File: src/hw/rtl/slmd_pkg.sv
`timescale 1ns / 1ps
`default_nettype none

package slmd_pkg;

  localparam int unsigned CntW  = 16;
  localparam int unsigned DutyW = 8;
  localparam int unsigned CfgIdxW = 2;

  localparam logic [CntW-1:0]  CntMax     = 16'hFFFF;
  localparam logic [DutyW-1:0] FadeStep   = 8'd5;
  localparam logic [DutyW-1:0] FadeTop    = 8'd250;
  localparam logic [DutyW-1:0] FadeBottom = 8'd5;
  localparam logic [DutyW-1:0] DutyFull   = 8'd255;

  localparam logic [CntW-1:0] UpdateIntervalRst = 16'd20;
  localparam logic [CntW-1:0] HeartbeatHalfRst  = 16'd500;
  localparam logic [CntW-1:0] ErrorHalfRst      = 16'd200;

  typedef enum logic [CfgIdxW-1:0] {
    CFG_UPDATE_INTERVAL = 2'd0,
    CFG_HEARTBEAT_HALF  = 2'd1,
    CFG_ERROR_HALF      = 2'd2
  } cfg_idx_e;

  typedef enum logic [1:0] {
    MODE_BREATHE    = 2'd0,
    MODE_BLUE_BLINK = 2'd1,
    MODE_RED_BLINK  = 2'd2
  } mode_e;

  typedef enum logic [1:0] {
    WIFI_WAITING = 2'd0,
    WIFI_CLIENT  = 2'd1,
    WIFI_FAULT   = 2'd2
  } wifi_e;

  typedef struct packed {
    logic [CntW-1:0] update_interval;
    logic [CntW-1:0] heartbeat_half_period;
    logic [CntW-1:0] error_half_period;
  } cfg_t;

  typedef struct packed {
    logic       link_fault;
    logic [1:0] wifi_state;
  } in_t;

  typedef struct packed {
    logic             updated;
    logic [1:0]       active_mode;
    logic             red_on;
    logic             blue_on;
    logic             blue_pwm_active;
    logic [DutyW-1:0] blue_duty;
  } out_t;

endpackage

`default_nettype wire

File: src/hw/rtl/status_led_mode_driver_core.sv
`timescale 1ns / 1ps
`default_nettype none

// Status LED mode driver. Each request is one millisecond tick carrying the
// engine-link error flag and the wireless state; each tick yields exactly one
// result with the LED state after that tick. Every update_interval ticks the
// mode is chosen by priority (error -> red blink, client connected -> blue
// blink, otherwise blue breathing PWM). A tick passes an input register,
// counter/compare logic and an output register: one request per cycle is
// sustained while the output is not stalled. Write the configuration
// registers only while no request is in flight.
module status_led_mode_driver_core (
  input  wire logic                          clk_i,
  input  wire logic                          rst_ni,
  input  wire logic                          cfg_we_i,
  input  wire logic [slmd_pkg::CfgIdxW-1:0]  cfg_idx_i,
  input  wire logic [slmd_pkg::CntW-1:0]     cfg_data_i,
  input  wire logic                          in_valid_i,
  output logic                               in_stall_o,
  input  wire slmd_pkg::in_t                 in_data_i,
  output logic                               out_valid_o,
  input  wire logic                          out_stall_i,
  output slmd_pkg::out_t                     out_data_o
);
  import slmd_pkg::*;

  cfg_t cfg_q;
  logic in_valid_q;
  in_t  in_data_q;
  logic out_valid_q;
  out_t out_data_q;
  out_t result;
  logic out_free;
  logic step;

  assign out_free   = !out_valid_q || !out_stall_i;
  assign step       = in_valid_q && out_free;
  assign in_stall_o = in_valid_q && !out_free;

  slmd_engine u_engine (
    .clk_i    (clk_i),
    .rst_ni   (rst_ni),
    .step_i   (step),
    .item_i   (in_data_q),
    .cfg_i    (cfg_q),
    .result_o (result)
  );

  always_ff @(posedge clk_i or negedge rst_ni) begin
    if (!rst_ni) begin
      cfg_q.update_interval       <= UpdateIntervalRst;
      cfg_q.heartbeat_half_period <= HeartbeatHalfRst;
      cfg_q.error_half_period     <= ErrorHalfRst;
    end else if (cfg_we_i) begin
      case (cfg_idx_i)
        CFG_UPDATE_INTERVAL: cfg_q.update_interval       <= cfg_data_i;
        CFG_HEARTBEAT_HALF:  cfg_q.heartbeat_half_period <= cfg_data_i;
        CFG_ERROR_HALF:      cfg_q.error_half_period     <= cfg_data_i;
        default: ;
      endcase
    end
  end

  always_ff @(posedge clk_i or negedge rst_ni) begin
    if (!rst_ni) begin
      in_valid_q  <= 1'b0;
      out_valid_q <= 1'b0;
    end else begin
      if (!in_stall_o) begin
        in_valid_q <= in_valid_i;
      end
      if (out_free) begin
        out_valid_q <= in_valid_q;
      end
    end
  end

  always_ff @(posedge clk_i) begin
    if (in_valid_i && !in_stall_o) begin
      in_data_q <= in_data_i;
    end
    if (step) begin
      out_data_q <= result;
    end
  end

  assign out_valid_o = out_valid_q;
  assign out_data_o  = out_data_q;

endmodule

`default_nettype wire

File: src/hw/rtl/slmd_engine.sv
`timescale 1ns / 1ps
`default_nettype none

module slmd_engine (
  input  wire logic          clk_i,
  input  wire logic          rst_ni,
  input  wire logic          step_i,
  input  wire slmd_pkg::in_t  item_i,
  input  wire slmd_pkg::cfg_t cfg_i,
  output slmd_pkg::out_t      result_o
);
  import slmd_pkg::*;

  mode_e            mode_q, mode_d;
  logic [CntW-1:0]  tsu_q, tsu_d;
  logic [CntW-1:0]  tst_q, tst_d;
  logic             blink_q, blink_d;
  logic [DutyW-1:0] fade_q, fade_d;
  logic             rising_q, rising_d;
  logic             pwm_q, pwm_d;
  logic             red_q, red_d;
  logic             blue_q, blue_d;
  logic             upd;

  always_comb begin
    mode_e           sel;
    logic [CntW-1:0] half;
    half     = '0;
    tsu_d    = (tsu_q == CntMax) ? tsu_q : tsu_q + 1'b1;
    tst_d    = (tst_q == CntMax) ? tst_q : tst_q + 1'b1;
    mode_d   = mode_q;
    blink_d  = blink_q;
    fade_d   = fade_q;
    rising_d = rising_q;
    pwm_d    = pwm_q;
    red_d    = red_q;
    blue_d   = blue_q;
    upd      = (tsu_d >= cfg_i.update_interval);

    if (item_i.link_fault || item_i.wifi_state == WIFI_FAULT) begin
      sel = MODE_RED_BLINK;
    end else if (item_i.wifi_state == WIFI_CLIENT) begin
      sel = MODE_BLUE_BLINK;
    end else begin
      sel = MODE_BREATHE;
    end

    if (upd) begin
      tsu_d = '0;
      if (sel != mode_q) begin
        mode_d = sel;
        tst_d  = '0;
        red_d  = 1'b0;
        blue_d = 1'b0;
        case (sel)
          MODE_BREATHE: begin
            fade_d   = '0;
            rising_d = 1'b1;
            pwm_d    = 1'b1;
          end
          MODE_BLUE_BLINK: begin
            pwm_d   = 1'b0;
            blink_d = 1'b1;
            blue_d  = 1'b1;
          end
          default: begin
            pwm_d   = 1'b0;
            blink_d = 1'b1;
            red_d   = 1'b1;
          end
        endcase
      end

      half = (mode_d == MODE_BLUE_BLINK) ? cfg_i.heartbeat_half_period
                                         : cfg_i.error_half_period;
      if (mode_d == MODE_BREATHE) begin
        if (rising_d) begin
          fade_d = (fade_d <= DutyFull - FadeStep) ? fade_d + FadeStep : DutyFull;
          if (fade_d >= FadeTop) begin
            rising_d = 1'b0;
          end
        end else if (fade_d <= FadeBottom) begin
          rising_d = 1'b1;
        end else begin
          fade_d = fade_d - FadeStep;
        end
      end else if (tst_d >= half) begin
        tst_d   = '0;
        blink_d = !blink_d;
        if (mode_d == MODE_BLUE_BLINK) begin
          blue_d = blink_d;
        end else begin
          red_d = blink_d;
        end
      end
    end
  end

  always_comb begin
    result_o.updated         = upd;
    result_o.active_mode     = mode_d;
    result_o.red_on          = red_d;
    result_o.blue_on         = blue_d;
    result_o.blue_pwm_active = pwm_d;
    result_o.blue_duty       = pwm_d ? DutyFull - fade_d : DutyFull;
  end

  always_ff @(posedge clk_i or negedge rst_ni) begin
    if (!rst_ni) begin
      mode_q   <= MODE_BREATHE;
      tsu_q    <= '0;
      tst_q    <= '0;
      blink_q  <= 1'b0;
      fade_q   <= '0;
      rising_q <= 1'b1;
      pwm_q    <= 1'b1;
      red_q    <= 1'b0;
      blue_q   <= 1'b0;
    end else if (step_i) begin
      mode_q   <= mode_d;
      tsu_q    <= tsu_d;
      tst_q    <= tst_d;
      blink_q  <= blink_d;
      fade_q   <= fade_d;
      rising_q <= rising_d;
      pwm_q    <= pwm_d;
      red_q    <= red_d;
      blue_q   <= blue_d;
    end
  end

endmodule

`default_nettype wire
File: config.mk
export PLATFORM = sky130hd
export DESIGN_NAME = status_led_mode_driver_core
export DESIGN_NICKNAME = d
export VERILOG_FILES = /design/src/hw/rtl/slmd_pkg.sv /design/src/hw/rtl/status_led_mode_driver_core.sv /design/src/hw/rtl/slmd_engine.sv
export SDC_FILE = /design/constraint.sdc
export NUM_CORES = 1
export LEC_CHECK = 0
export BUFFER_PORTS_ARGS = -buffer_cell sky130_fd_sc_hd__buf_4
export CAP_MARGIN = 25
export CORE_MARGIN = 2
export CORE_UTILIZATION = 56
export CTS_CLUSTER_SIZE = 10
export DETAILED_ROUTE_END_ITERATION = 10
export GPL_ROUTABILITY_DRIVEN = 0
export PLACE_DENSITY_LB_ADDON = 0.05
export SLEW_MARGIN = 20
export SYNTH_ARGS = -nofsm -noshare
export SYNTH_HDL_FRONTEND = slang
export SYNTH_HIERARCHICAL = 1
export SYNTH_SLANG_ARGS = --single-unit
export TNS_END_PERCENT = 50
File: constraint.sdc
create_clock -name clk_i -period 3.8 [get_ports clk_i]
set_input_delay 0.76 -clock clk_i [delete_from_list [all_inputs] [get_ports clk_i]]
set_output_delay 0.76 -clock clk_i [all_outputs]
set_load 0.02 [all_outputs]
# --- Word-level counts from Yosys, hierarchy flattened ---
# Cells that the tools add are included.
op_classes:
  n_eq_ne: 9
  n_lt_le_gt_ge: 5
  reduce_logical: 18
  mux: 49
  addsub: 5
ops:
  columns: ["op", "n"]
  rows:
  - ["16-bit two-way mux", 9]
  - ["8-bit two-way mux", 8]
  - ["16-bit by 1-bit adder with 16-bit output (second input constant)", 2]
  - ["16-bit equality test (second input constant)", 2]
  - ["16-bit >= comparator", 2]
  - ["1-bit two-way mux", 28]
  - ["8-bit by 3-bit adder with 8-bit output (second input constant)", 1]
  - ["2-bit by 1-bit equality test with 1-bit output (second input constant)", 4]
  - ["8-bit >= comparator (second input constant)", 1]
  - ["8-bit by 3-bit less-or-equal comparator with 1-bit output (second input constant)", 1]
  - ["8-bit less-or-equal comparator (second input constant)", 1]
  - ["2-bit two-way mux", 4]
  - ["2-bit AND reduction", 4]
  - ["8-bit by 3-bit subtractor with 8-bit output (second input constant)", 1]
  - ["8-bit subtractor (first input constant)", 1]
  - ["2-bit zero test", 3]
  - ["1-bit zero test", 5]
  - ["2-bit equality test (second input constant)", 2]
  - ["1-bit logical AND", 3]
  - ["1-bit logical OR", 2]
  - ["2-bit != test", 1]
  - ["2-bit OR reduction", 1]
word_totals:
  elab_cells: 108
  ff_bits: 114

# --- Depth between registers and ports, before layout ---
depth:
  word_depth: 13
  depth_mapped: 19
  ltp_nobuf: 16

# --- By module ---
# Netlist, hierarchy kept.
modules_own_cells:
  columns: ["mod", "area_per_inst_um2", "cells_per_inst", "instances"]
  rows:
  - ["slmd_engine", 4867.2, 593, 1]
  - ["status_led_mode_driver_core", 2426.1, 127, 1]

# --- Worst setup path before layout ---
# No wires, ideal clock.
synth_timing:
  kind: "reg-to-reg"
  start: "reg u_engine.tsu_q[0]"
  end: "reg out_data_q, in the netlist out_data_o[9] (data pin)"
  path_stages_with_launch: 19
  required_ns: 3.549
  setup_slack_ns: 0.160
  setup_time_ns: 0.251
  synth_period_minus_slack_ns: 3.640
  t_arrival_ns: 3.389
  cell_sequence: "dfrtp_1 > ha_1 > clkdlybuf4s15_1 > nand4_4 > and3_1 > buf_4 > nand4_1 > xnor2_1 > ha_1 > a21o_1 > a211oi_1 > o21ai_0 > a21o_1 > buf_2 > nand2_4 > clkbuf_8 > o41ai_1 > a211o_1 > buf_4"
synth_via:
  elab_chain_len: 4
  word_cells_on_any_way: 5
  cone_classes: "1 x add/sub; 1 x order compare; 1 x eq/ne; 2 x mux"
synth_rtl:
  columns: ["element", "line", "source"]
  rows:
  - ["start, declared", "slmd_engine.sv:15", "logic [CntW-1:0] tsu_q, tsu_d;"]
  - ["start signal, assigned", "slmd_engine.sv:121", "tsu_q <= tsu_d;"]
  - ["16-bit by 1-bit adder with 16-bit output or 16-bit equality test (tied branches)", "slmd_engine.sv:29", "tsu_d = (tsu_q == CntMax) ? tsu_q : tsu_q + 1'b1;"]
  - ["16-bit two-way mux *", "slmd_engine.sv:29", null]
  - ["16-bit >= comparator *", "slmd_engine.sv:38", "upd = (tsu_d >= cfg_i.update_interval);"]
  - ["1-bit two-way mux *", "slmd_engine.sv:48", "if (upd) begin"]
  - ["via u_engine.blue_d", "slmd_engine.sv:22", "logic blue_q, blue_d;"]
  - ["end signal, assigned", "status_led_mode_driver_core.sv:83", "out_data_q <= result;"]
  - ["end, declared", "status_led_mode_driver_core.sv:31", "out_t out_data_q;"]
# The timed path passes the listed nets; every way through them passes the cells marked *.
# A chain may end at the register's enable or synchronous reset.

==> metrics.md <==
| Metric | Value |
|---|---|
| Row Count | `41` |
| Post-synth ARST share | `0.8509` |
| Tightest Pin Transition | `0.7981 ns` |
| M1 WL | `7893 µm` |
| Met2 WL post-DR | `8343 µm` |
| Leak pwr | `0.003705 µW` |
| Mapped Nets | `784` |
| PortBufs | `41` |
| Commonest non-fill, non-tap cell in the layout | `dfrtp_1` |
| Dpl hpwl | `12040 µm` |
| Seq cells post-synth | `114` |
| Post-synth EDFFs | `17` |
| Comb pwr share | `0.299` |
| Most frequent cells in the layout | `dfrtp_1, buf_4, mux2_2, nand2_1, nor2_1` |
| Die outline width | `between 100 and 150 µm` |
| Longest Clk Path Bufs | `2` |
| Diode count | `0` |
| Status | `completed` |
| Syn_area_per_cell | `~10 µm²` |
| Power per cell area | `544.7 nW/µm²` |
| DR WL/cell | `17.92 µm` |
| Congestion Overflow GR | `0` |
| Reg-to-reg endpoint | `u_engine/tsu_q[4]` |
| Largest net degree at the start of global routing | `52` |
| Via count | `5756` |
| Initial antenna violation count | `0` |
| Core area | `around 13000 µm²` |
| Ratio of cells with drive above 1 in the final layout | `0.2943` |
| Fill cell count | `982` |
| Post-route setup TNS | `0 ns` |
| Internal | `3002 µW` |
| Worst path required time | `4.15 ns` |
| Yosys warning count | `6` |
| Switch share | `0.3502` |
| Reg2Reg Setup Slack | `0.19 ns` |
| Area Overhead vs Synth | `16.28%` |
| CP Launch Point | `u_engine/tsu_q[0]` |
| CTS root buf | `clkbuf_16` |
| Die area | `13950 µm²` |
| Clock slew at reported path FFs | `0.06 ns` |
| Router iterations before antenna repair | `5` |
| Design area | `8481 µm²` |
| CTS tree | `built` |
| TritonCTS Buffers | `17` |
| Clock Skew | `0.008556 ns` |
| First-pass GRT wire length | `~28000 µm` |
| Final hold violation count | `0` |
| Mapped cell area | `7293 µm²` |
| R2R Path Start | `u_engine/tsu_q[0]` |
| Max Freq | `about 0.28 GHz` |
| Rel. slew slack | `0.4674` |
| Crit path max fanout | `18` |
| Initial DRC count | `between 500 and 600` |
| Drt via density | `6.015` |
| WS Path Type | `reg -> reg` |
| Met3 WL | `691 µm` |
| Hold buffer count at cts | `0` |
| IO Count | `42` |
| Peak supply drop | `approximately 0.35 mV` |
| Flop pwr share | `0.367` |
| Final period util | `0.9494` |
| Minimum clock period after layout | `3.608 ns` |
| Arr. time, crit path | `3.96 ns` |
| Final slew viol count | `0` |
| H-tree levels | `4` |
| Tot GR Track Use | `0.2546` |
| FF-to-FF path depth | `15` |
| Tightest Hold Check Type | `in -> async` |
| Placed Cells | `918` |
| Synth cell types | `82` |
| Crit. End Element | `register` |
| Clock Latency Late Sink | `0.42 ns` |
| Initial Util | `0.5756` |
| ANT nets after route | `0` |
| DP Area | `7782 µm²` |
| Reported net switching power | `1618 µW` |
| Highest metal used | `met4` |
| Max cap viols | `0` |
| Syn Inst Count | `720` |
| DRC Markers | `0` |
| Final setup viols | `0` |
| Critical Path Source Type | `register` |
| Final std cells w/o fill | `957` |
| Vias in the first global route | `5678` |
| TritonCTS Sinks | `114` |
| Most used flip-flop cell after synthesis | `dfrtp_1` |
| Vert. Die Dim | `between 100 and 150 µm` |
| CP Capture Point | `u_engine/tsu_q[4]` |
| Clock power frac | `0.333` |
| # nets final | `836` |
| Sequential area share after synthesis | `0.4050` |
| DRT Wirelength | `approximately 17000 µm` |
Yosys cell counts (all sizes together) (8+ instances only):
| cell | instances | share of area |
|---|---|---|
| nor4 | 8 | 0.012 |
| o21ai | 30 | 0.021 |
| nand3 | 31 | 0.021 |
| nor3 | 14 | 0.014 |
| inv | 31 | 0.016 |
| a21o | 13 | 0.013 |
| clkbuf | 20 | 0.015 |
| buf | 21 | 0.020 |
| nand2b | 14 | 0.013 |
| a21oi | 41 | 0.029 |
| nor2 | 48 | 0.027 |
| ha | 38 | 0.065 |
| nand4 | 12 | 0.012 |
| xnor2 | 17 | 0.021 |
| nor2b | 9 | 0.0077 |
| and3 | 13 | 0.013 |
| edfxtp | 17 | 0.070 |
| mux2i | 20 | 0.027 |
| dfrtp | 84 | 0.29 |
| mux2 | 60 | 0.093 |
| nand2 | 55 | 0.029 |
| dfstp | 13 | 0.047 |
| xor2 | 11 | 0.014 |
how the worst min path moves through the flow:
stage	from	endpoint	slack [ns]	cells after the start
2_1_floorplan	in_valid_q	out_valid_o	0.44	1
3_3_place_gp	in_valid_q	out_valid_o	0.47	1
3_5_place_dp	in_valid_q	out_valid_o	0.49	1
4_1_cts	rst_ni	u_engine/fade_q[6]	0.39	1
5_1_grt	rst_ni	u_engine/fade_q[6]	0.42	1
6_report	rst_ni	u_engine/fade_q[6]	0.36	1
metal layers:
layer | global-route usage | vias up
li1 | - | 2747
met1 | 0.3435 | 2844
met2 | 0.4118 | 144
met3 | 0.05766 | 21
met4 | 0.07229 | 0
met5 | 0 | -
critical path, cell delays in order (launching register included):
cell	delay (ns)
dfrtp_1	0.44
ha_1	0.39
nand3_1	0.11
a31oi_1	0.16
buf_4	0.17
and3_1	0.23
xor2_1	0.21
ha_1	0.28
a21o_1	0.18
a21oi_1	0.16
nand2_1	0.07
a21o_2	0.26
nand2_4	0.19
inv_4	0.12
nor2_2	0.35
a22o_1	0.23
final cells by class:
class / count / area [µm²] / share of cell area
tap: 172 / 215.2 / 0.02538
clock buffer: 17 / 425.4 / 0.05016
multi-input combinational: 533 / 4043 / 0.4767
timing repair buffer: 75 / 575.6 / 0.06787
clock inverter: 15 / 146.4 / 0.01726
sequential: 114 / 2957 / 0.3486
inverter: 31 / 118.9 / 0.01402
registers in the layout, summed over array words and instances, names as in the netlist:
signal	count
u_engine/tst_q	16
u_engine/mode_q	2
in_valid_q	1
in_data_q	3
out_valid_o	1
out_data_o	14
u_engine/pwm_q	1
u_engine/rising_q	1
u_engine/fade_q	8
u_engine/red_q	1
u_engine/blink_q	1
u_engine/tsu_q	16
cfg_q	48
u_engine/blue_q	1
power groups by stage:
stage               Combinational, µW  Sequential (µW)  Clock [µW]
finish                           1380             1700        1540
global route                     1550             1730        1630
CTS                              1360             1680        1570
detailed placement               1350             1700           0
global placement                 1310             1690           0
floorplan                        1030             1650           0
metrics by stage:
stage | setup slack, ns | util | hold slack, ns | power, µW
2_1_floorplan | 0.1602 | - | 0.4434 | 2673
3_3_place_gp | 0.1822 | 0.6142 | 0.4739 | 3001
3_5_place_dp | 0.04802 | 0.6142 | 0.4911 | 3052
4_1_cts | 0.0007128 | 0.6593 | 0.3933 | 4610
5_1_grt | -0.01836 | 0.6693 | 0.4174 | 4900
6_report | 0.1922 | 0.6693 | 0.3551 | 4620
cells by family (layout without fill, tap and decap cells):
group	Yosys count	count (layout)	synth area share
compound gates	159	159	0.1470
xor+xnor	28	28	0.03568
fa+ha+maj	38	38	0.06519
buf+inv	73	138	0.05164
flops	114	114	0.4050
mux	80	80	0.1201
simple gates	228	228	0.1753
what timing repair did:
item,in CTS,in global routing
gates resized for setup,0,20
setup endpoints to repair,0,34
hold endpoints to repair,0,0
setup buffers,0,7
Note: power is estimated with default switching activity, not from simulation.
